--- src/design/dpp_pkg.sv ---
// ----------------------------------------------------------------------------
// dpp_pkg
// shared constants, register map and configuration type of the depth
// pixel to point converter
// ----------------------------------------------------------------------------
package dpp_pkg;

    localparam int DEPTH_BITS_DEF = 24;
    localparam int MAX_DIM_DEF    = 4096;

    // register widths
    localparam int NEAR_W = 20;
    localparam int FAR_W  = 24;
    localparam int CLIP_W = 24;
    localparam int DIM_W  = 13;
    localparam int PIX_W  = 12;
    localparam int NF_W   = NEAR_W + FAR_W;

    // depth quotient bits (clip range is below 2^24, one spare bit)
    localparam int ZQ_W   = CLIP_W + 1;
    // coordinate quotient bits before saturation
    localparam int XQ_W   = 32;
    localparam int OUT_W  = 32;

    localparam int FIFO_DEPTH = 4;

    localparam int ADDR_W = 5;
    localparam int DATA_W = 32;

    // register indexes
    localparam logic [2:0] REG_NEAR   = 3'd0;
    localparam logic [2:0] REG_FAR    = 3'd1;
    localparam logic [2:0] REG_CLIP   = 3'd2;
    localparam logic [2:0] REG_WIDTH  = 3'd3;
    localparam logic [2:0] REG_HEIGHT = 3'd4;
    localparam logic [2:0] REG_FRAME  = 3'd5;

    typedef struct packed {
        logic [NEAR_W-1:0] near_plane;
        logic [FAR_W-1:0]  far_plane;
        logic [CLIP_W-1:0] clip_range;
        logic [DIM_W-1:0]  image_width;
        logic [DIM_W-1:0]  image_height;
        logic              body_frame;
    } t_cfg;

    // magnitude bits of a pixel offset 2u-w for a given largest dimension
    function automatic int offm_w(input int max_dim);
        int d;
        d = $clog2(max_dim + 1);
        return (d > DIM_W) ? d : DIM_W;
    endfunction

    // bits of one classified item between front and back
    function automatic int item_w(input int depth_bits, input int max_dim);
        return 2 + NF_W + (FAR_W + depth_bits + 1) + (depth_bits + NEAR_W)
            + 2 * (offm_w(max_dim) + 2) + offm_w(max_dim);
    endfunction

endpackage

--- src/design/dpp_front.sv ---
// ----------------------------------------------------------------------------
// dpp_front
// accepts pixels, flags invalid codes and forms the products and offsets
// that the back needs
// ----------------------------------------------------------------------------
module dpp_front #(
    parameter int DEPTH_BITS = dpp_pkg::DEPTH_BITS_DEF,
    parameter int MAX_DIM    = dpp_pkg::MAX_DIM_DEF
) (
    input  logic                  i_clk,
    input  logic                  i_rst_n,
    input  dpp_pkg::t_cfg         i_cfg,
    input  logic                  i_valid,
    output logic                  o_ready,
    input  logic [DEPTH_BITS-1:0] i_depth_code,
    input  logic [dpp_pkg::PIX_W-1:0] i_column,
    input  logic [dpp_pkg::PIX_W-1:0] i_row,
    input  logic                  i_frame_end,
    input  logic                  i_full,
    output logic                  o_push,
    output logic [dpp_pkg::item_w(DEPTH_BITS, MAX_DIM)-1:0] o_item
);
    import dpp_pkg::*;

    localparam int OFFM_W = offm_w(MAX_DIM);
    localparam int OFF_W  = OFFM_W + 2;
    localparam int P1_W   = FAR_W + DEPTH_BITS + 1;
    localparam int P2_W   = DEPTH_BITS + NEAR_W;
    localparam int ITEM_W = item_w(DEPTH_BITS, MAX_DIM);

    logic [OFFM_W-1:0]   w_ext, h_ext, w_c, h_c;
    logic [DEPTH_BITS:0] inv;
    logic [NF_W-1:0]     n_nf;
    logic [P1_W-1:0]     n_p1;
    logic [P2_W-1:0]     n_p2;
    logic [OFF_W-1:0]    n_off_x, n_off_y;
    logic                r_valid;
    logic [ITEM_W-1:0]   r_item;

    always_comb begin
        w_ext = OFFM_W'(i_cfg.image_width);
        h_ext = OFFM_W'(i_cfg.image_height);
        w_c   = (w_ext > OFFM_W'(MAX_DIM)) ? OFFM_W'(MAX_DIM) : w_ext;
        h_c   = (h_ext > OFFM_W'(MAX_DIM)) ? OFFM_W'(MAX_DIM) : h_ext;
        if (h_c == '0) begin
            h_c = OFFM_W'(1);
        end
        inv     = {1'b1, {DEPTH_BITS{1'b0}}} - {1'b0, i_depth_code};
        n_nf    = NF_W'(i_cfg.near_plane) * NF_W'(i_cfg.far_plane);
        n_p1    = P1_W'(i_cfg.far_plane) * P1_W'(inv);
        n_p2    = P2_W'(i_depth_code) * P2_W'(i_cfg.near_plane);
        n_off_x = OFF_W'({i_column, 1'b0}) - OFF_W'(w_c);
        n_off_y = OFF_W'({i_row, 1'b0}) - OFF_W'(h_c);
    end

    assign o_ready = !r_valid || !i_full;
    assign o_push  = r_valid && !i_full;
    assign o_item  = r_item;

    always_ff @(posedge i_clk) begin
        if (!i_rst_n) begin
            r_valid <= 1'b0;
        end else if (o_ready) begin
            r_valid <= i_valid;
        end
    end

    always_ff @(posedge i_clk) begin
        if (o_ready && i_valid) begin
            r_item <= {(i_depth_code != '0), i_frame_end, n_nf, n_p1, n_p2,
                       n_off_x, n_off_y, h_c};
        end
    end

endmodule

--- config.mk ---
export PLATFORM = sky130hd
export DESIGN_NAME = dpp_front
export DESIGN_NICKNAME = d
export VERILOG_FILES = /design/src/design/dpp_pkg.sv /design/src/design/dpp_front.sv
export SDC_FILE = /design/constraint.sdc
export NUM_CORES = 2
export LEC_CHECK = 0
export BUFFER_PORTS_ARGS = -buffer_cell sky130_fd_sc_hd__buf_2
export CORE_ASPECT_RATIO = 1.5
export CORE_MARGIN = 3
export CORE_UTILIZATION = 55
export DETAILED_ROUTE_END_ITERATION = 12
export GPL_TIMING_DRIVEN = 0
export PLACE_DENSITY = 0.76
export SYNTH_ARGS = -nofsm -noshare
export SYNTH_HDL_FRONTEND = slang
export SYNTH_SLANG_ARGS = --single-unit
--- constraint.sdc ---
create_clock -name i_clk -period 11.6 [get_ports i_clk]
set_input_delay 1.16 -clock i_clk [delete_from_list [all_inputs] [get_ports i_clk]]
set_output_delay 1.16 -clock i_clk [all_outputs]
set_load 0.02 [all_outputs]
# --- After elaboration in Yosys (flattened, before gate mapping) ---
# Cells that the tools add are included.
word_totals:
  register_bits: 183
classes:
  n_addsub: 3
  reduce_logical: 7
  order_cmp: 2
  n_mux: 3
  mul: 3
ops:
  columns: ["cell", "count"]
  rows:
  - ["multiplier 24 x 25 -> 49 bit", 1]
  - ["multiplier 20 x 24 -> 44 bit", 1]
  - ["multiplier 24 x 20 -> 44 bit", 1]
  - ["two-way mux 13 bit", 3]
  - ["subtractor 13 x 13 -> 14 bit", 2]
  - ["greater-than comparator 13 bit, second input constant", 2]
  - ["subtractor 25 x 24 -> 25 bit, first input constant", 1]
  - ["nonzero test 24 bit", 1]
  - ["zero test 13 bit", 1]
  - ["logical AND 1 bit", 2]
  - ["zero test 1 bit", 2]
  - ["logical OR 1 bit", 1]

# --- Longest topological paths before layout ---
depth:
  depth_word: 5
  mapped_depth: 36

# --- Worst setup path before layout ---
# Ideal clock, no wire load.
synth_path:
  path_kind: "input to register"
  start: "input port i_depth_code[0]"
  end: "register r_item[131], in the netlist o_item[131], data pin"
  arrival_time_ns: 9.072
  cell_stages: 35
  t_required_ns: 11.338
  path_slack_ns: 2.267
  cell_sequence: "clkbuf_1 clkbuf_1 inv_1 ha_1 nand2_4 nor4_4 nand2_2 or4_4 nor3_4 xnor2_1 buf_6 and2_4 fa_1 fa_1 inv_1 fa_1 fa_1 inv_1 fa_1 fa_1 inv_1 fa_1 inv_1 ha_1 a21o_1 a21o_1 a21o_1 o21a_1 o21ai_0 nand2b_1 a41o_1 a221o_1 a21oi_2 o21ai_1 xor2_1"
synth_between:
  elab_chain_len: 2
synth_lines:
  columns: ["item", "line", "rtl"]
  rows:
  - ["start, declared", "dpp_front.sv:15", "input logic [DEPTH_BITS-1:0] i_depth_code,"]
  - ["subtractor 25 x 24 -> 25 bit", "dpp_front.sv:48", "inv = {1'b1, {DEPTH_BITS{1'b0}}} - {1'b0, i_depth_code};"]
  - ["multiplier 24 x 25 -> 49 bit", "dpp_front.sv:50", "n_p1 = P1_W'(i_cfg.far_plane) * P1_W'(inv);"]
  - ["named net n_p1[44]", "dpp_front.sv:34", "logic [P1_W-1:0] n_p1;"]
  - ["end signal, assigned", "dpp_front.sv:70", "r_item <= {(i_depth_code != '0), i_frame_end, n_nf, n_p1, n_p2,"]
  - ["end, declared", "dpp_front.sv:38", "logic [ITEM_W-1:0] r_item;"]
# The timed path passes the listed nets, and every way through them passes these cells.
# A chain may end at the register's enable or synchronous reset.

# --- Final worst setup path ---
layout_path:
  start: "input port i_depth_code[0]"
  end: "register r_item[129], in the netlist o_item[129], data pin"
# Same word-level chain as after synthesis.

==> metrics.md <==
| Metric | Value |
|---|---|
| Worst Path Max Fanout | 10 |
| Worst R2R Setup Slack | 9.78 ns |
| Seq cells post-synth | 180 |
| Main synth FF type | edfxtp_1 |
| Placed instance area | between 60000 and 70000 um2 |
| CP arrival | 11.72 ns |
| Htree depth | 4 |
| Slowest CP cell | xnor2_1 |
| Layout cell share with drive strength beyond 1 | 0.0527 |
| P&R area growth vs syn | 6.59% |
| IO Pins | 332 |
| Rel. slew slack | 0.00992 |
| Peak Freq | between 80 and 90 MHz |
| Final worst path period share | 0.985 |
| Yosys cell types | 71 |
| Avg WL per Cell | 24.0 um |
| Final WL | between 150000 and 200000 um |
| Final Non-Filler Cells | 7890 |
| GR Overflow Total | 0 |
| DRC | 0 |
| Unrepaired setup endpoints after global routing | no |
| Final hold vios | 0 |
| Final worst path period need | between 10 and 15 ns |
| Sequential cell area fraction in the yosys report | 0.0938 |
| Outcome | complete, but fails checks |
| First-pass DRT Iterations | 9 |
| Worst setup margin | roughly 0.17 ns |
| Row count | 144 |
| Iteration-0 DRC count of the detailed router | 3539 |
| Clk_skew | 0.0135 ns |
| Syn Inst Count | 6178 |
| EDFF count, synth | approximately 180 |
| Vias | 44800 |
| Worst Tran Pin Value | 1.47 ns |
| Worst slack, placed | -0.286 ns |
| CTS Root Cell | clkbuf_16 |
| Util after Layout | 0.594 |
| Async SR Flop Fraction | 0 |
| DR vias/cell | 5.68 |
| CP startpoint | i_depth_code[0] |
| Antenna violations before repair | 30 |
| Failing checks | max-capacitance violations |
| Clock buffer depth | 2 |
| Design Area, Final | 61300 um2 |
| Maxcap violations | 1 |
| Synth warn | 0 |
| Share of the synthesized area in the top cell type | 0.449 |
| Total track usage | 0.359 |
| Die Ht | 402 um |
| Placed cells | 7828 |
| Core ar. | between 100000 and 150000 um2 |
| Post-Syn Nets | 8124 |
| PortBufs | 261 |
| DP HPWL | 159000 um |
| CP peak stage delay | 1.13 ns |
| Top post-synthesis cells by area | fa_1 45%, ha_1 11%, edfxtp_1 9.4% |
| Largest net degree at the start of global routing | just under 70 |
| Most frequent CP cell | fa_1 |
| Worst-skew pair later-pin latency | 0.56 ns |
| Final Setup Violations | 0 |
| Worst-path clk slew | 0.07 ns |
| Post-Syn Area | 57500 um2 |
| Initial Util | 0.557 |
| Clock Sinks | 180 |
| Most frequent cells in the layout | 1425 x inv_1, 1290 x fa_1, 926 x nand2_1 |
| Commonest non-fill, non-tap cell in the layout | inv_1 |
| Largest area contributor in the netlist | fa_1 |
| GPL Wtd Cong | about 1.1 |
| Crit path required time | 11.89 ns |
| Global-route wire length before repair | around 290000 um |
| Startpoint types | input pin |
| Syn Area/Cell | 9.31 um2 |
| Worst reg2reg path startpoint | r_valid |
| Setup CP Type | in2reg |
| Die area | about 110000 um2 |
| Hold Crit Class | reg2reg |
| CP Capture Type | flop |
| WP buf/inv | 6 |
| CTS tree | yes |
| Cell family with most CP delay | adder cells |
| Vias in the first global route | 48400 |
| Die X | ~270 um |
| CTS Buf Count | 17 |
| Final Max Slew Viols | 0 |
| Antenna Nets Post-Route | 0 |
| Final nets | 8406 |
| Hold_sp | r_valid |
## layer usage
layer  share of wire  routed length [um]  vias to the layer above  global-route usage
met5         0.00017                  32                        -                   0
li1                -                   -                    18800                   -
met4            0.11               20900                        4               0.320
met3           0.098               18600                      989              0.0934
met1            0.31               59400                    22300               0.374
met2            0.48               90600                     2711               0.598
## through the flow
step	TNS (ns)	hold WS (ns)
after CTS	0	0.539
after detailed placement	-1.06	0.527
after global placement	-0.703	0.511
final	0	0.549
after global routing	0	0.581
after floorplan	0	0.487
## sequential cells by signal (all words and copies together), names as in the netlist
signal	count
o_item	179
r_valid	1
## worst register-to-register path: stages (launching register included)
cell     delay, ns
dfxtp_1       0.32
nand2_1       0.07
and2_4        0.61
buf_16        0.36
## final cells by class
type	count	area, um2
inverter	1425	5350
clock buffer	17	425
sequential	180	5400
tap	1387	1740
buffer	336	1300
fill	8888	42000
clock inverter	14	173
timing repair buffer	263	1360
antenna	31	77.6
multi-input combinational	4237	45500
## final timing paths
| kind | endpoint | depth (start not counted) |
|---|---|---|
| worst max-delay path | o_item[129] | 30 |
| worst min-delay path | r_valid | 2 |
| worst max register to register | o_item[83] | 3 |
| worst min register to register | r_valid | 2 |
## Yosys cell counts (3+ instances only)
master	count
nor3_1	23
o211ai_1	8
a31o_2	3
o21a_1	18
and2_1	709
and4_1	3
and3_1	26
or3_1	7
nand3_1	21
xnor2_1	114
o21ai_0	74
nand2_1	926
nand2b_1	14
a21oi_1	131
ha_1	508
and2_4	11
o41ai_1	4
buf_4	3
a21boi_0	5
nor2b_1	22
o21ai_1	4
a211o_1	4
edfxtp_1	179
nor4_1	5
inv_1	1425
nor2_1	74
or2_2	3
fa_1	1290
a31oi_1	11
clkbuf_1	325
o31ai_1	4
a41oi_1	3
xor2_1	53
a211oi_1	13
a21o_1	73
o21bai_1	26
buf_2	4
nand4_1	12
## logic make-up (layout without fill, tap and decap cells)
kind of cell / Yosys count / in the layout / synth area share
XOR/XNOR: 167 / 167 / 0.0254
AND/OR/NAND/NOR: 1871 / 1871 / 0.161
flip-flops: 180 / 180 / 0.0938
adder cells (fa/ha/maj): 1798 / 1798 / 0.560
other: 0 / 31 / 0
AO/OA/AOI/OAI: 401 / 401 / 0.0444
buffers and inverters: 1761 / 2055 / 0.116
## repair_timing
| item | in CTS | in global routing |
|---|---|---|
| hold buffers | 0 | 0 |
| endpoints found under the hold margin | 0 | 0 |
| resized for setup | 0 | 8 |
| endpoints found under the setup margin | 0 | 11 |
| setup buffers | 0 | 0 |
Power is not shown: default switching activity piles up to over one toggle a cycle in this logic, so the estimate is an artifact.
