`config.mk`:
```
export PLATFORM = sky130hd
export DESIGN_NAME = dpp_fifo
export DESIGN_NICKNAME = d
export VERILOG_FILES = /design/src/design/dpp_pkg.sv /design/src/design/dpp_fifo.sv
export SDC_FILE = /design/constraint.sdc
export NUM_CORES = 1
export LEC_CHECK = 0
export BUFFER_PORTS_ARGS = -buffer_cell sky130_fd_sc_hd__buf_2
export CAP_MARGIN = 40
export CORE_UTILIZATION = 50
export DETAILED_ROUTE_END_ITERATION = 6
export PLACE_DENSITY_LB_ADDON = 0.05
export SETUP_SLACK_MARGIN = 0.1
export SLEW_MARGIN = 20
export SYNTH_ARGS = -nofsm -noshare
export SYNTH_HDL_FRONTEND = slang
export SYNTH_SLANG_ARGS = --single-unit
```
`constraint.sdc`:
```
create_clock -name i_clk -period 3.12 [get_ports i_clk]
set_input_delay 0 -clock i_clk [delete_from_list [all_inputs] [get_ports i_clk]]
set_output_delay 0 -clock i_clk [all_outputs]
set_load 0.02 [all_outputs]
```
`src/design/dpp_pkg.sv`:
```
// ----------------------------------------------------------------------------
// dpp_pkg
// shared constants, register map and configuration type of the depth
// pixel to point converter
// ----------------------------------------------------------------------------
package dpp_pkg;

    localparam int DEPTH_BITS_DEF = 24;
    localparam int MAX_DIM_DEF    = 4096;

    // register widths
    localparam int NEAR_W = 20;
    localparam int FAR_W  = 24;
    localparam int CLIP_W = 24;
    localparam int DIM_W  = 13;
    localparam int PIX_W  = 12;
    localparam int NF_W   = NEAR_W + FAR_W;

    // depth quotient bits (clip range is below 2^24, one spare bit)
    localparam int ZQ_W   = CLIP_W + 1;
    // coordinate quotient bits before saturation
    localparam int XQ_W   = 32;
    localparam int OUT_W  = 32;

    localparam int FIFO_DEPTH = 4;

    localparam int ADDR_W = 5;
    localparam int DATA_W = 32;

    // register indexes
    localparam logic [2:0] REG_NEAR   = 3'd0;
    localparam logic [2:0] REG_FAR    = 3'd1;
    localparam logic [2:0] REG_CLIP   = 3'd2;
    localparam logic [2:0] REG_WIDTH  = 3'd3;
    localparam logic [2:0] REG_HEIGHT = 3'd4;
    localparam logic [2:0] REG_FRAME  = 3'd5;

    typedef struct packed {
        logic [NEAR_W-1:0] near_plane;
        logic [FAR_W-1:0]  far_plane;
        logic [CLIP_W-1:0] clip_range;
        logic [DIM_W-1:0]  image_width;
        logic [DIM_W-1:0]  image_height;
        logic              body_frame;
    } t_cfg;

    // magnitude bits of a pixel offset 2u-w for a given largest dimension
    function automatic int offm_w(input int max_dim);
        int d;
        d = $clog2(max_dim + 1);
        return (d > DIM_W) ? d : DIM_W;
    endfunction

    // bits of one classified item between front and back
    function automatic int item_w(input int depth_bits, input int max_dim);
        return 2 + NF_W + (FAR_W + depth_bits + 1) + (depth_bits + NEAR_W)
            + 2 * (offm_w(max_dim) + 2) + offm_w(max_dim);
    endfunction

endpackage

```
`src/design/dpp_fifo.sv`:
```
// ----------------------------------------------------------------------------
// dpp_fifo
// short show-ahead queue between the front and the back
// ----------------------------------------------------------------------------
module dpp_fifo #(
    parameter int W     = 8,
    parameter int DEPTH = dpp_pkg::FIFO_DEPTH
) (
    input  logic         i_clk,
    input  logic         i_rst_n,
    input  logic         i_push,
    input  logic [W-1:0] i_data,
    input  logic         i_pop,
    output logic         o_full,
    output logic         o_nempty,
    output logic [W-1:0] o_data
);

    localparam int PW = (DEPTH > 1) ? $clog2(DEPTH) : 1;
    localparam int CW = $clog2(DEPTH + 1);

    logic [W-1:0]  r_mem [DEPTH];
    logic [PW-1:0] r_wp, r_rp;
    logic [CW-1:0] r_cnt;
    logic          do_push, do_pop;

    assign o_full   = (r_cnt == CW'(DEPTH));
    assign o_nempty = (r_cnt != '0);
    assign o_data   = r_mem[r_rp];
    assign do_push  = i_push && !o_full;
    assign do_pop   = i_pop && o_nempty;

    always_ff @(posedge i_clk) begin
        if (!i_rst_n) begin
            r_wp  <= '0;
            r_rp  <= '0;
            r_cnt <= '0;
        end else begin
            if (do_push) begin
                r_wp <= (r_wp == PW'(DEPTH - 1)) ? '0 : r_wp + 1'b1;
            end
            if (do_pop) begin
                r_rp <= (r_rp == PW'(DEPTH - 1)) ? '0 : r_rp + 1'b1;
            end
            if (do_push && !do_pop) begin
                r_cnt <= r_cnt + 1'b1;
            end else if (do_pop && !do_push) begin
                r_cnt <= r_cnt - 1'b1;
            end
        end
    end

    always_ff @(posedge i_clk) begin
        if (do_push) begin
            r_mem[r_wp] <= i_data;
        end
    end

endmodule

```
# Word level (Yosys, flattened, before mapping)
# Memory sizes are Yosys's and may differ from the RTL's. A register that Yosys moved wholly into a read port is not among the register bits.
# Index checks and enable logic that the tools add are counted.
[word_totals]
register_bits = 7
ram_bits = 32
inputBits = 12
output_inout_bits = 10
wordCells = 28
memories = 1
[op_classes]
addsub = 4
eq_ne = 3
muxes = 8
reduce_logical = 9
[mem_list]
columns = ["memory", "words", "width", "read_ports", "rd_clocked_by_memory_dff", "wr", "line", "source"]
rows = [
  ["r_mem", 4, 8, 1, 1, 1, "dpp_fifo.sv:22", "logic [W-1:0] r_mem [DEPTH];"],
]
[ops]
columns = ["cell", "count"]
rows = [
  ["$mux 2", 4],
  ["$mux 3", 2],
  ["$add 2x1->2 const B", 2],
  ["$eq 2x2->1 const B", 2],
  ["$logic_and 1x1->1", 4],
  ["$add 3x1->3 const B", 1],
  ["$eq 3x3->1 const B", 1],
  ["$logic_not 1->1", 3],
  ["$reduce_bool 3->1", 1],
  ["$sub 3x1->3 const B", 1],
  ["$mux 1", 2],
  ["$reduce_bool 2->1", 1],
]

# Logic depth before layout (Yosys ltp)
# Gate-level depths: netlist of run 1.
[logic_depth]
word_depth = 7
depth_mapped = 9
depth_no_buf = 8

# Worst setup path before layout of run 1
# No wires, ideal clock.
[synth_path]
kind = "reg-to-reg"
from = "register r_cnt[0]"
to = "register r_cnt[2]"
setup_time_ns = 0.076
t_arrival_ns = 2.014
path_slack_ns = 1.031
path_stages_with_launch = 8
synth_period_minus_slack_ns = 2.089
cell_sequence = "dfxtp_1 > o31ai_1 > ha_1 > inv_1 > fa_1 > xor2_1 > or3_1 > a21boi_0"
[synth_between]
elab_chain_cells = 6
[synth_lines]
columns = ["item", "line", "source"]
rows = [
  ["start, declared", "dpp_fifo.sv:24", "logic [CW-1:0] r_cnt;"],
  ["start signal, assigned", "dpp_fifo.sv:46", "r_cnt <= r_cnt + 1'b1;"],
  ["start signal, assigned", "dpp_fifo.sv:48", "r_cnt <= r_cnt - 1'b1;"],
  ["parallel branches: the longest is 6 deep, another holds $sub 3x1->3", "--", ""],
]
# Parallel ways; which one is timed is not known. The select of a mux whose other input is x is not followed.
# A chain may end at the register's enable or synchronous reset.

# Worst setup path after layout of run 1
# Ends and elaborated chain as after synthesis.

==> results of run 1 <==
==> metal layers <==
| layer | vias to the layer above | track usage |
|---|---|---|
| li1 | 417 | - |
| met1 | 424 | 0.1916 |
| met2 | 22 | 0.3068 |
| met3 | 8 | 0.03930 |
| met4 | 0 | 0.1020 |
| met5 | - | 0 |
==> power by group <==
| part | switching, mW | internal (mW) | total [mW] | leakage (nW) |
|---|---|---|---|---|
| Combinational | 0.210 | 0.198 | 0.408 | 0.305 |
| Sequential | 0.0718 | 0.672 | 0.744 | 0.367 |
| Clock | 0.155 | 0.0868 | 0.242 | 0.0269 |
==> cell families after synthesis <==
group           synth area share
flops                     0.6988
simple gates             0.06744
mux                       0.1287
buf+inv                  0.01762
fa+ha+maj                0.05824
compound gates           0.01839
xor+xnor                 0.01073
==> registers in the layout, summed over array words and instances (netlist names), named ones only <==
name and count:
r_wp 2, r_rp 2, r_mem 32, r_cnt 3
==> critical path, cell delays in order, from the launching register on <==
cell and delay (ns):
dfxtp_1 0.47, nor3b_2 0.08, nor2b_1 0.39, ha_1 0.26, inv_1 0.06, fa_1 0.38
xor2_1 0.17, or3_1 0.32, a21boi_0 0.16
==> cell type report <==
class	instances	area [µm²]
Tap cell	44	55.05
Clock buffer	7	45.04
Clock inverter	1	3.754
Multi-Input combinational cell	45	462.9
Sequential cell	41	1141
Timing Repair Buffer	30	195.2
Inverter	3	11.26
Fill cell	255	1164
==> worst paths after layout <==
path	from	end	cells past startpoint
max	r_cnt[0]	r_cnt[2]	8
min	i_pop	r_rp[0]	3
max reg2reg	r_cnt[0]	r_cnt[2]	8
min reg2reg	r_wp[1]	r_wp[1]	2
==> per-stage QoR <==
step	setup slack, ns	hold slack [ns]	instances	utilization	cell area [µm²]
4_1_cts	0.7288	0.06510	171	0.6220	1914
5_1_grt	0.4856	0.08619	171	0.6220	1914
3_5_place_dp	0.7727	0.2215	154	0.5768	1775
3_3_place_gp	0.9240	0.2127	154	0.5768	1775
2_1_floorplan	1.031	0.09887	93	-	1633
6_report	0.7595	0.07099	171	0.6220	1914
==> layout by cell type, fill, tap and decap left out, types with 2 or more instances in the layout <==
cell	Yosys	routed
mux4_2	8	8
o21ai_0	3	3
nor2_1	2	2
nor2b_1	2	2
buf_2	2	21
clkbuf_1	1	2
inv_1	3	3
nand3_1	2	2
ha_1	6	6
dfxtp_1	9	9
clkbuf_4	0	5
mux2i_1	3	3
and2_1	5	5
nand2_1	6	6
dlygate4sd3_1	0	9
edfxtp_1	32	32
==> timing repair <==
item | CTS | global route
setup endpoints to repair | 0 | 0
endpoints found under the hold margin | 35 | 0
hold buffers | 9 | 0
==> reports/metrics.yaml, run 1 <==
arrival_ns: 2.64
p_total_mw: 1.394
cts_max_level: 2
timing_worst_setup_path_type: "flip-flop to flip-flop"
start_kind: "flip-flop"
finalHoldViolCount: 0
yosysMostFrequentCell: "edfxtp_1"
grt_pass1_wl_um: 4064
ir_drop_v: 0.0003794
grtUsageTotal: 0.1739
async_flop_share: 0
syn_area_um2: 1633
synth-main-ff-cell: "edfxtp_1"
grt-ovfl-total: 0
drt-met1-wl_um: 1050
clk_pin_slew_ns: 0.12
leakage_nw: 0.6989
die_y_um: 59.15
endpoint_kind: "flip-flop"
die_w_um: 59.15
ios: 22
area_growth_pct: 17.24
wl_um: 2532
top_layer: "met4"
drive_gt1_frac: 0.2835
synth_top_area_cell: "edfxtp_1"
relSlewSlack: 0.6384
synth_common_cells: "edfxtp_1 (32), dfxtp_1 (9), mux4_2 (8), ha_1 (6), nand2_1 (6)"
clock_skew_ns: 0.01617
wl_per_cell_um: 14.81
yosysTopAreaCellShare: 0.5885
dieArea_um2: 3498
yosysSeqAreaShare: 0.6989
crit_required_ns: 3.40
fin_setup_tns_ns: 0
cts-root-buf: "clkbuf_4"
rsz0062_at_grt: "no"
synth-seq-cells: 41
vias: 871
cts.sink_count: 41
min_period_over_period: 0.7566
cts_setup_buffers: 0
rows: 20
cts_tree: "done"
ys_types: 23
nets: 145
synth.area.top_cells: "edfxtp_1 (59%), dfxtp_1 (11%), mux4_2 (11%)"
worst_slew_pin_slew_ns: 0.5378
diodes: 0
dr.first_iter.drc_count: 20
grt_pass1_vias: 893
gp_congestion: 0.6536
start_util: 0.5305
antenna_found_initial: 0
antenna_left: 0
dr.pass1.iters: 6
grt_max_degree: 13
insertion_delay_ns: 0.34
min_period_ns: 2.361
drc: 0
drv_cap: 0
syn-instance-count: 93
setup_viol: 0
wl_met3_um: 85
outcome: "finished clean"
finalMaxSlewViolations: 0
hold_path_class: "input port to flip-flop"
dp_hpwl_um: 1743
synth_nets: 112
yosysWarnings: 0
cts_resized: 0
fmax_ghz: 0.4236
worst-path-max-fanout: 7
power_density_nw_per_um2: 728.0
vias_per_cell: 5.094
cts_buffers: 5
synth_edf_count: 32
io_buffers: 21
fp.coreArea_um2: 3078
reg2reg_slack_ns: 0.76
synth.avg_cell_area_um2: 17.56
met2_length_um: 1333
clockBufferDepth: 2
Note: power is estimated with default switching activity, not from simulation.
==> run 2, diff against run 1 <==
--- a/config.mk
+++ b/config.mk
@@ -5,6 +5,7 @@
 export SDC_FILE = /design/constraint.sdc
 export NUM_CORES = 1
 export LEC_CHECK = 0
+export ABC_AREA = 1
 export BUFFER_PORTS_ARGS = -buffer_cell sky130_fd_sc_hd__buf_2
 export CAP_MARGIN = 40
 export CORE_UTILIZATION = 50
==> constraint.sdc (replaced) <==
create_clock -name i_clk -period 2.24 [get_ports i_clk]
set_input_delay 0 -clock i_clk [delete_from_list [all_inputs] [get_ports i_clk]]
set_output_delay 0 -clock i_clk [all_outputs]
set_load 0.02 [all_outputs]
==> run 2 against run 1 <==
Total power is 59% higher. Critical path type unchanged. Highest routed layer unchanged. Largest cell class unchanged. Core utilization increased by 2.8 points. Clock skew grew 0.00060 ns.
==> reports/metrics.yaml, run 2 <==
regMostFlops: "r_mem"
yosysTopAreaCellShare: 0.5689  # -0.01962
finalCoreUtilization: 0.6500  # +0.02805
setup_viol: 0  # unchanged
dp_hpwl_um: 2013  # +16%
yosysMostFrequentCell: "nor2_1"
start_kind: "flip-flop"
synth.area.top_cells: "edfxtp_1 (57%), dfxtp_1 (11%), nor2_1 (7.3%)"
largest_register_ffs: 32  # unchanged
fin_setup_tns_ns: 0  # unchanged
async_flop_share: 0  # unchanged
clock_skew_ns: 0.01677  # +0.0006003 ns
outcome: "finished clean"
fin_cells: 234  # +37%
layout_common_cells: "nor2_1 (33), edfxtp_1 (32), buf_2 (21)"
min_period_ns: 1.906  # -0.4547 ns
mostFrequentLayoutCell: "nor2_1"
drv_cap: 0  # unchanged
ios: 22  # unchanged
cts_setup_buffers: 0  # unchanged
min_path_cells: 4  # +1
synth_top_family_by_area: "simple AND/OR/NAND/NOR gates"
grtUsageTotal: 0.2027  # +0.02879
vias: 1126  # +29%
grt_pass1_wl_um: 5050  # +24%
rows: 20  # unchanged
clk_pin_slew_ns: 0.12  # about the same
die_y_um: 60.12  # +1.6%
start_util: 0.5400  # +0.009512
synth_compound_area_frac: 0.09556  # +0.07716
min_period_over_period: 0.8508  # +0.09426
insertion_delay_ns: 0.35  # about the same
final.fill_count: 259  # +1.6%
yosysSeqAreaShare: 0.6756  # -0.02330
cts_max_level: 2  # unchanged
dr.first_iter.drc_count: 35  # +75%
ys_types: 18  # -22%
crit_required_ns: 2.49  # -0.91 ns
drive_gt1_frac: 0.1947  # -0.08873
syn_area_um2: 1689  # +3.4%
wl_per_cell_um: 12.94  # -13%
synthXorXnorAreaFrac: 0  # -0.01073
arrival_ns: 2.15  # -0.49 ns
cts.sink_count: 41  # unchanged
fp.coreArea_um2: 3128  # +1.6%
grt_pass1_vias: 1137  # +27%
antenna_found_initial: 0  # unchanged
diodes: 0  # unchanged
synth_top_area_cell: "edfxtp_1"
synth-main-ff-cell: "edfxtp_1"
cts_resized: 0  # unchanged
wl_um: 3027  # +20%
nets: 208  # +43%
power_density_nw_per_um2: 1091  # +50%
vias_per_cell: 4.812  # -5.5%
reg2regPathDepth: 13  # +5
hold_path_class: "input port to flip-flop"
die_w_um: 60.12  # +1.6%
synth-seq-cells: 41  # unchanged
grt-ovfl-total: 0  # unchanged
clockBufferDepth: 2  # unchanged
gp_congestion: 0.7678  # +17%
drc: 0  # unchanged
dieArea_um2: 3614  # +3.3%
synth_nets: 166  # +48%
grt_max_degree: 17  # +4
worst-path-max-fanout: 7  # unchanged
ir_drop_v: 0.0005628  # +48%
syn-instance-count: 147  # +58%
seqCellArea_um2: 1141  # unchanged
io_buffers: 21  # unchanged
synthAdderAreaFrac: 0.05630  # -0.001941
leakage_nw: 0.8305  # +19%
timing_worst_setup_path_type: "flip-flop to flip-flop"
finalHoldViolCount: 0  # unchanged
relSlewSlack: 0.7612  # +0.1227
multiInputGateArea_um2: 457.9  # -1.1%
endpoint_kind: "flip-flop"
rsz0062_at_grt: "no"
finalMaxSlewViolations: 0  # unchanged
dp_cells: 215  # +40%
fmax_ghz: 0.5247  # +24%
synth_common_cells: "nor2_1 (33), edfxtp_1 (32), inv_1 (17), nand2_1 (14), o21ai_0 (14)"
cts-root-buf: "clkbuf_4"
cts_buffers: 5  # unchanged
area_growth_pct: 20.37
yosysWarnings: 0  # unchanged
reg_top3: "r_mem x32, r_cnt x3"
reg2reg_slack_ns: 0.33  # -0.43 ns
worst_slew_pin_slew_ns: 0.3578  # -0.1800 ns
antenna_left: 0  # unchanged
synthMuxAreaShare: 0  # -0.1287
yosys.area_share.simple: 0.1193  # +0.05183
cts_tree: "done"
synth.avg_cell_area_um2: 11.49  # -35%
synth_edf_count: 32  # unchanged
dr.pass1.iters: 4  # -2
==> run 2: cell count changes in the layout (fill, tap and decap cells not counted), moves of 8 or more <==
cell,previous run,this run
o22ai_1,0,8
nand2_1,6,14
mux4_2,8,0
inv_1,3,17
nor2_1,2,33
o21ai_0,3,14
==> run 2: layout make-up <==
type | count | share of cell area
timing repair buffer | 37 | 0.1243
inverter | 18 | 0.03323
sequential | 41 | 0.5612
tap | 44 | 0.02708
clock buffer | 8 | 0.02892
multi-input combinational | 86 | 0.2252
==> run 2: worst max-delay path, stage by stage, from the launching register on <==
cell	delay (ns)
dfxtp_1	0.40
nor2_1	0.08
nand2_1	0.14
nand2_2	0.12
inv_1	0.08
ha_1	0.17
inv_1	0.07
fa_1	0.39
inv_1	0.07
nand2_1	0.07
nand3_1	0.08
nand2_1	0.06
inv_1	0.05
nor2_1	0.03
==> run 2: worst paths after layout <==
path,from,end
max,r_cnt[1],r_cnt[2]
min,i_pop,r_rp[1]
max reg2reg,r_cnt[1],r_cnt[2]
min reg2reg,r_cnt[0],r_cnt[0]
==> run 2: per-layer routing <==
| metal | track usage | wire [µm] | part of all wire |
|---|---|---|---|
| met5 | 0 | 0 | 0 |
| met3 | 0.06926 | 134 | 0.044 |
| met1 | 0.2176 | 1266 | 0.42 |
| met4 | 0.07973 | 53 | 0.018 |
| met2 | 0.3611 | 1572 | 0.52 |
==> run 2: through the flow <==
stage               power, mW  instance area (µm²)  setup WS [ns]  hold slack (ns)
finish                  2.219                 2033         0.3341          0.05919
CTS                     2.232                 2033         0.3770          0.04933
floorplan               1.601                 1689         0.4844          0.09887
global placement        1.801                 1864         0.4719           0.2106
detailed placement      1.841                 1864         0.3985           0.2220
global route            2.385                 2033         0.1575           0.1026
==> run 2: where the power goes <==
part | internal, mW | switching [mW]
Combinational | 0.293 | 0.521
Sequential | 0.945 | 0.0848
Clock | 0.155 | 0.221
Total | 1.39 | 0.826
==> run 2: timing repair <==
item / in CTS / in global routing
hold endpoints to repair: 41 / 0
hold buffers: 11 / 0
setup endpoints to repair: 0 / 0
==> run 2: cells by family (layout without fill, tap and decap cells) <==
group	Yosys count	count (layout)
simple gates	51	51
buf+inv	20	63
fa+ha+maj	7	7
flops	41	41
compound gates	28	28
==> run 3, diff against run 2 <==
--- a/config.mk
+++ b/config.mk
@@ -8,6 +8,7 @@
 export ABC_AREA = 1
 export BUFFER_PORTS_ARGS = -buffer_cell sky130_fd_sc_hd__buf_2
 export CAP_MARGIN = 40
+export CORE_MARGIN = 5
 export CORE_UTILIZATION = 50
 export DETAILED_ROUTE_END_ITERATION = 6
 export PLACE_DENSITY_LB_ADDON = 0.05
==> run 3 against run 2 <==
First-iteration DRC count up 80%. Setup slack better by 0.056 ns. Core utilization down 3.0 points. Critical path type unchanged. Sequential share of layout area down 0.51 points. Flip-flop and latch count unchanged. Sequential power about the same. Routed wire length up 0.43%. Hold slack better by 0.019 ns. Design area up 0.92%. Combinational power down 1%.
==> reports/metrics.yaml, run 3 (synthesis gave the netlist of run 2 again) <==
outcome: "finished clean"
cts_buffers: 5  # unchanged
insertion_delay_ns: 0.34  # about the same
finalHoldViolCount: 0  # unchanged
antenna_left: 0  # unchanged
finalMaxSlewViolations: 0  # unchanged
grt-ovfl-total: 0  # unchanged
dr.pass1.iters: 4  # unchanged
drive_gt1_frac: 0.2011  # +0.006321
cpPeakStageDelay_ns: 0.41  # about the same
p_total_mw: 2.322  # +4.7%
reg_top3: "r_mem x32, r_cnt x3"
dieArea_um2: 4640  # +28%
layout_common_cells: "nor2_1 (33), edfxtp_1 (32), buf_2 (21)"
endpoint_kind: "flip-flop"
cts_resized: 0  # unchanged
rows: 21  # +5.0%
crit_required_ns: 2.48  # about the same
cts_tree: "done"
start_util: 0.5102  # -0.02980
worst-path-max-fanout: 7  # unchanged
hold_path_class: "input port to flip-flop"
drc: 0  # unchanged
grt_max_degree: 17  # unchanged
ios: 22  # unchanged
grt_pass1_vias: 1093  # -3.9%
vias_per_cell: 4.821  # +0.19%
cts_max_level: 2  # unchanged
wl_um: 3040  # +0.43%
path_delay_family: "adder cells"
relSlewSlack: 0.7425  # -0.01862
antenna_found_initial: 0  # unchanged
clock_skew_ns: 0.006193  # -0.01058 ns
wl_per_cell_um: 12.94  # about the same
start_kind: "flip-flop"
path_buf_inv: 2  # -2
clockBufferDepth: 2  # unchanged
die_w_um: 68.12  # +13%
arrival_ns: 2.09  # -0.06 ns
worst_slew_pin_slew_ns: 0.3857  # +0.02789 ns
fmax_ghz: 0.5407  # +3.1%
largest_register_ffs: 32  # unchanged
area_growth_pct: 21.48
fp.coreArea_um2: 3311  # +5.8%
cts.sink_count: 41  # unchanged
dp_hpwl_um: 2033  # +0.98%
fin_setup_tns_ns: 0  # unchanged
min_period_ns: 1.849  # -0.05641 ns
dr.first_iter.drc_count: 63  # +80%
grt_pass1_wl_um: 4905  # -2.9%
grtUsageTotal: 0.1499  # -0.05273
crit_slowest_cell: "fa_1"
vias: 1133  # +0.62%
ir_drop_v: 0.0006989  # +24%
io_buffers: 21  # unchanged
mostFrequentLayoutCell: "nor2_1"
regMostFlops: "r_mem"
setup_viol: 0  # unchanged
min_period_over_period: 0.8257  # -0.02518
die_y_um: 68.12  # +13%
path_cells: "nor2_1, nand2_1, nand2_2, inv_1, ha_1, inv_1, fa_1, o21ai_0, nor2_1"
timing_worst_setup_path_type: "flip-flop to flip-flop"
gp_congestion: 0.7708  # +0.39%
nets: 207  # -0.48%
drv_cap: 0  # unchanged
cts-root-buf: "clkbuf_4"
diodes: 0  # unchanged
power_density_nw_per_um2: 1132  # +3.7%
clk_pin_slew_ns: 0.11  # about the same
rsz0062_at_grt: "no"
leakage_nw: 0.8401  # +1.2%
run 3: changes by cell type in the layout (fill, tap and decap cells not counted), sizes merged:
cell         change
dlygate4sd3      -1
bufinv           +1
clkbuf           -1
run 3: layout make-up:
type | count | area [µm²]
clock buffers | 7 | 55.05
clock inverters | 1 | 30.03
fillers | 298 | 1259
inverters | 18 | 67.56
multi-input cells | 86 | 457.9
flip-flops and latches | 41 | 1141
well taps | 46 | 57.56
repair buffers | 36 | 242.7
run 3: where the power goes:
group | total (mW) | internal [mW] | switching, mW
Combinational | 0.803 | 0.286 | 0.517
Sequential | 1.03 | 0.945 | 0.0861
Clock | 0.488 | 0.267 | 0.221
run 3: through the flow:
stage | setup WS, ns | instance area [µm²] | std cells | hold slack (ns) | utilization
floorplan | 0.4844 | 1689 | 147 | 0.09887 | -
detailed placement | 0.3994 | 1867 | 217 | 0.2179 | 0.5639
global route | 0.2235 | 2052 | 235 | 0.08073 | 0.6198
CTS | 0.3766 | 2052 | 235 | 0.06580 | 0.6198
finish | 0.3905 | 2052 | 235 | 0.07836 | 0.6198
global placement | 0.4689 | 1867 | 217 | 0.2139 | 0.5639
run 3: routing by layer:
metal / share of wire / GRT usage / wire, µm
met1: 0.45 / 0.1716 / 1372
met2: 0.49 / 0.2575 / 1501
met3: 0.040 / 0.05419 / 121
met4: 0.014 / 0.05211 / 44
met5: 0 / 0 / 0
run 3: timing repair:
action / 4_1_cts / 5_1_grt
hold buffers: 10 / 0
endpoints found under the hold margin: 41 / 0
buffers inserted: 0 / 0
run 3: worst reg2reg max path: stages, from the launching register on:
cell     delay, ns
dfxtp_1       0.35
nor2_1        0.15
nand2_1       0.13
nand2_2       0.14
inv_1         0.06
ha_1          0.20
inv_1         0.08
fa_1          0.41
o21ai_0       0.17
nor2_1        0.06
run 3: path summary, 6_finish.rpt:
kind,startpoint,end,slack [ns],cells past startpoint
max reg2reg,r_cnt[1],r_cnt[1],0.39,9
min reg2reg,r_cnt[0],r_cnt[0],0.53,2
max,r_cnt[1],r_cnt[1],0.39,9
min,i_pop,r_rp[0],0.08,4
